File: src/design/boq_pkg.sv
// ----------------------------------------------------------------------------
// boq_pkg: shared types and codes
// Request and result payloads, request kinds and result status codes.
// ----------------------------------------------------------------------------
`default_nettype none
package boq_pkg;

  typedef struct packed {
    logic [1:0]  req_type;
    logic [2:0]  chrom_id;
    logic [30:0] start_coord;
    logic [30:0] end_coord;
    logic [1:0]  strand_code;
    logic        strand_match;
  } req_t;

  typedef struct packed {
    logic [2:0]  status;
    logic [11:0] hit_index;
    logic [30:0] hit_start;
    logic [30:0] hit_end;
    logic [1:0]  hit_strand;
  } res_t;

  // front to back handshake
  typedef struct packed {
    logic valid;
  } q_stat_t;

  typedef struct packed {
    logic pop;
  } q_ctrl_t;

  localparam logic [1:0] REQ_LOAD  = 2'd0;
  localparam logic [1:0] REQ_QUERY = 2'd1;
  localparam logic [1:0] REQ_NEXT  = 2'd2;
  localparam logic [1:0] REQ_CLEAR = 2'd3;

  localparam logic [2:0] ST_LOADED   = 3'd0;
  localparam logic [2:0] ST_REJECTED = 3'd1;
  localparam logic [2:0] ST_READY    = 3'd2;
  localparam logic [2:0] ST_NONE     = 3'd3;
  localparam logic [2:0] ST_HIT      = 3'd4;
  localparam logic [2:0] ST_NO_MORE  = 3'd5;
  localparam logic [2:0] ST_CLEARED  = 3'd6;

  localparam int unsigned BIN_SHIFT_RESET = 14;

endpackage
`default_nettype wire

File: src/design/boq_front.sv
// ----------------------------------------------------------------------------
// boq_front: request intake
// Two-entry request queue that decouples intake from execution.
// ----------------------------------------------------------------------------
`default_nettype none
module boq_front (
  input  wire logic           clk_i,
  input  wire logic           rst_ni,
  input  wire logic           start,
  output logic                busy,
  input  wire boq_pkg::req_t  req_i,
  input  wire boq_pkg::q_ctrl_t ctrl_i,
  output boq_pkg::q_stat_t    stat_o,
  output boq_pkg::req_t       req_o
);
  import boq_pkg::*;

  req_t       buf_q [2];
  logic       wr_ptr_q, rd_ptr_q;
  logic [1:0] cnt_q;
  logic       push, pop;

  assign busy        = (cnt_q == 2'd2);
  assign push        = start && !busy;
  assign pop         = ctrl_i.pop && (cnt_q != 2'd0);
  assign stat_o.valid = (cnt_q != 2'd0);
  assign req_o       = buf_q[rd_ptr_q];

  always_ff @(posedge clk_i) begin
    if (push) begin
      buf_q[wr_ptr_q] <= req_i;
    end
  end

  always_ff @(posedge clk_i or negedge rst_ni) begin
    if (!rst_ni) begin
      wr_ptr_q <= 1'b0;
      rd_ptr_q <= 1'b0;
      cnt_q    <= 2'd0;
    end else begin
      if (push) wr_ptr_q <= ~wr_ptr_q;
      if (pop)  rd_ptr_q <= ~rd_ptr_q;
      cnt_q <= cnt_q + 2'(push) - 2'(pop);
    end
  end
endmodule
`default_nettype wire

File: config.mk
export PLATFORM = sky130hd
export DESIGN_NAME = boq_front
export DESIGN_NICKNAME = d
export VERILOG_FILES = /design/src/design/boq_pkg.sv /design/src/design/boq_front.sv
export SDC_FILE = /design/constraint.sdc
export NUM_CORES = 1
export LEC_CHECK = 0
export BUFFER_PORTS_ARGS = -buffer_cell sky130_fd_sc_hd__buf_2
export CORE_AREA = 2 2 88 153
export CTS_BUF_LIST = sky130_fd_sc_hd__clkbuf_16
export DETAILED_ROUTE_END_ITERATION = 12
export DIE_AREA = 0 0 90 155
export PLACE_DENSITY = 0.75
export SETUP_SLACK_MARGIN = 0.02
export SYNTH_ARGS = -nofsm -noshare
export SYNTH_HDL_FRONTEND = slang
export SYNTH_SLANG_ARGS = --single-unit
File: constraint.sdc
create_clock -name clk_i -period 3.9 [get_ports clk_i]
set_clock_uncertainty 0.2 [all_clocks]
set_input_delay 0.78 -clock clk_i [delete_from_list [all_inputs] [get_ports clk_i]]
set_output_delay 0.78 -clock clk_i [all_outputs]
set_load 0.05 [all_outputs]
==> impl_metrics.ini <==
[yosys]
ys_seq_area_share_pct = 76.8
yosys.area.top_type_share_pct = 75.0
yosys_register_bits = 144
synth.distinct_cells = 16
syn-num-nets = 312
postSynthCellCount = 236
yosys_warnings = 0
yosysTopAreaCell = edfxtp_1
synth.area.top_cells = edfxtp_1 (75%), mux2_4 (18%), buf_12 (2.5%), dfrtp_1 (1.8%), xnor2_1 (0.47%)
syn_avg_cell_area_um2 = 23.8
netlist_area_um2 = 5610

[pwr]
seqPwrFrac_pct = 34.6
intPower_mw = 4.05
powerDensity_nw_per_um2 = 930
power_switching_share_pct = 38.5
leakagePower_nw = 2.88
p_comb_share_pct = 40.6
switching_power_mw = 2.53
power_frac_clock_pct = 24.8
ir_worst_vdd_mv = 0.654

[floorplanning]
initial_core_util_pct = 43.8
io_pins = 146
row_count = 55
die_h_um = 155
die_area_um2 = 14000
die_w_um = 90
coreArea_um2 = 12800

[cts]
cts_resized = 0
clk_pin_slew_ns = 0.06
clockRootBuffer = clkbuf_16
cts_made_buffers = 17
clockBufferDepth = 2
cts_tree = yes
cts.htree.levels = 4
numClockSinks = 144
insertion_delay_ns = 0.40
post_cts_buffers = 0

[routing]
ant_nets = 0
vias = 2723
wl_um = 9500
drc_errors = 0
wire_per_inst_um = 16.3
vias_per_cell = 4.66
wl_met3_um = 574
dr_wl_met2_um = 5350
wirelength_met1_um = 3230
drt_iter0_drc = 97
drt_pass1_iterations = 4
routed.top_layer = met4

[sta]
fmax_mhz = 334
slew_violations = 0
final.setup.tns_ns = 0
rsz0062_at_grt = false
setup_viol = 0
tightestPinTransition_ns = 0.971
fin_crit_ns = 3.00
timing.slew.headroom_pct = 35.3
fin_crit_sh_pct = 76.9
finalHoldViolCount = 0

[setup_path]
crit_chain = buf_12 -> mux2_4 -> buf_2
cp_data_arrival_time_ns = 2.02
cp.required_ns = 2.92
cp_slowest_cell = dfrtp_4
cp-end-kind = output port
start_kind = register
timing_worst_setup_path_type = reg2out
crit_fanout = 38
slowest_delay_ns = 0.68
reg2regPathDepth = 2

[placement]
hpwlAfterDp_um = 6490
place_area_um2 = 6450
gp_congestion = 0.746
dp_cells = 548
port_buffers = 145

[global_routing]
grt.total_usage_pct = 13.7
grt_start_max_net_pins = 71
grt-ovfl-total = 0
antenna_found_initial = 3
grt_pass1_vias = 2802
grt_pass1_wl_um = 14100

[hold_path]
worstHoldPathCells = 1
hold_class = reg2reg

[layout]
area_growth_pct = 26.3
drive_gt1_share_pct = 60.7
fill_cells = 1046
final_cell_count_no_fill = 584
final_area_um2 = 7080
num-nets-final = 473
regArea_um2 = 4310
multiInputGateArea_um2 = 1150

[flow_run]
cap_violations = 0

[run_status]
status = complete, no violations
==> Yosys cell counts, drive strengths merged <==
cell    instances
and2            1
nand2b          1
buf             8
and3            1
ha              2
xnor2           3
dfrtp           4
or2             1
mux2           70
nand2           1
xor2            1
edfxtp        140
inv             2
nor2            1
==> power groups by stage <==
stage	Combinational (mW)	Clock [mW]	Sequential, mW
detailed placement	2.70	0	2.32
CTS	2.71	1.66	2.29
global placement	2.67	0	2.29
global route	2.78	1.72	2.31
floorplan	2.40	0	2.23
finish	2.67	1.63	2.28
==> through the flow <==
| step | total power, mW | utilization [%] | setup slack (ns) | hold WS, ns |
|---|---|---|---|---|
| final | 6.58 | 55.3 | 0.902 | 0.327 |
| after global routing | 6.81 | 55.2 | 0.827 | 0.343 |
| after CTS | 6.65 | 55.2 | 0.865 | 0.334 |
| after detailed placement | 5.02 | 50.4 | 1.31 | 0.322 |
| after global placement | 4.97 | 50.4 | 1.32 | 0.297 |
| after floorplan | 4.64 | - | 0.577 | 0.279 |
==> sequential cells by signal, summed over array words and instances (netlist names) <==
register and flops:
cnt_q 2, buf_q 140, rd_ptr_q 1, wr_ptr_q 1
==> worst max-delay path: cells and delay by family, from the launching register on <==
family,cells,cell delay (ns)
buffers and inverters,2,0.54
flip-flops,1,0.68
multiplexers,1,0.35
==> path summary, 6_finish.rpt <==
kind	start	to	slack [ns]
hold / removal	cnt_q[0]$_DFF_PN0_	cnt_q[0]$_DFF_PN0_	0.33
hold reg to reg	cnt_q[0]$_DFF_PN0_	cnt_q[0]$_DFF_PN0_	0.33
setup / recovery	rd_ptr_q$_DFFE_PN0P_	req_o[25]	0.90
max in group asynchronous	rst_ni	rd_ptr_q$_DFFE_PN0P_	2.85
min in group asynchronous	rst_ni	cnt_q[1]$_DFF_PN0_	0.51
setup reg to reg	cnt_q[1]$_DFF_PN0_	buf_q[1][45]$_DFFE_PP_	1.90
==> cell families (layout without fill, tap and decap cells) <==
kind of cell / count (synthesis) / count (layout) / synth area share, %
other cells: 0 / 3 / 0
buf+inv: 10 / 184 / 2.83
fa+ha+maj: 2 / 2 / 0.446
simple gates: 6 / 6 / 0.625
xor+xnor: 4 / 4 / 0.625
flops: 144 / 144 / 76.8
mux: 70 / 70 / 18.7
==> metal layers <==
layer	up-vias	track usage [%]
met5	-	0
met4	0	8.72
met3	27	4.99
met2	92	25.5
met1	1340	12.3
li1	1264	-
==> area by class of cell <==
cell class                      count  share of cell area, %
Tap cell                          171                   3.02
Inverter                            2                  0.106
Timing Repair Buffer              150                   11.0
Clock inverter                     15                   2.56
Multi-Input combinational cell     82                   16.3
Sequential cell                   144                   60.9
Antenna cell                        3                  0.106
Clock buffer                       17                   6.01
==> what timing repair did <==
action,4_1_cts,5_1_grt
endpoints found under the hold margin,4,0
setup endpoints to repair,0,0
hold buffers,1,0
==> layout by cell type, fill, tap and decap left out, types with 2 or more instances in the layout <==
cell       instances
buf_2            145
buf_4              3
bufinv_16          4
clkbuf_16         17
clkinv_1           2
clkinv_4           3
dfrtp_1            3
diode_2            3
edfxtp_1         140
ha_1               2
inv_1              6
mux2_4            69
xnor2_1            3
(Power assumes the default switching activity.)
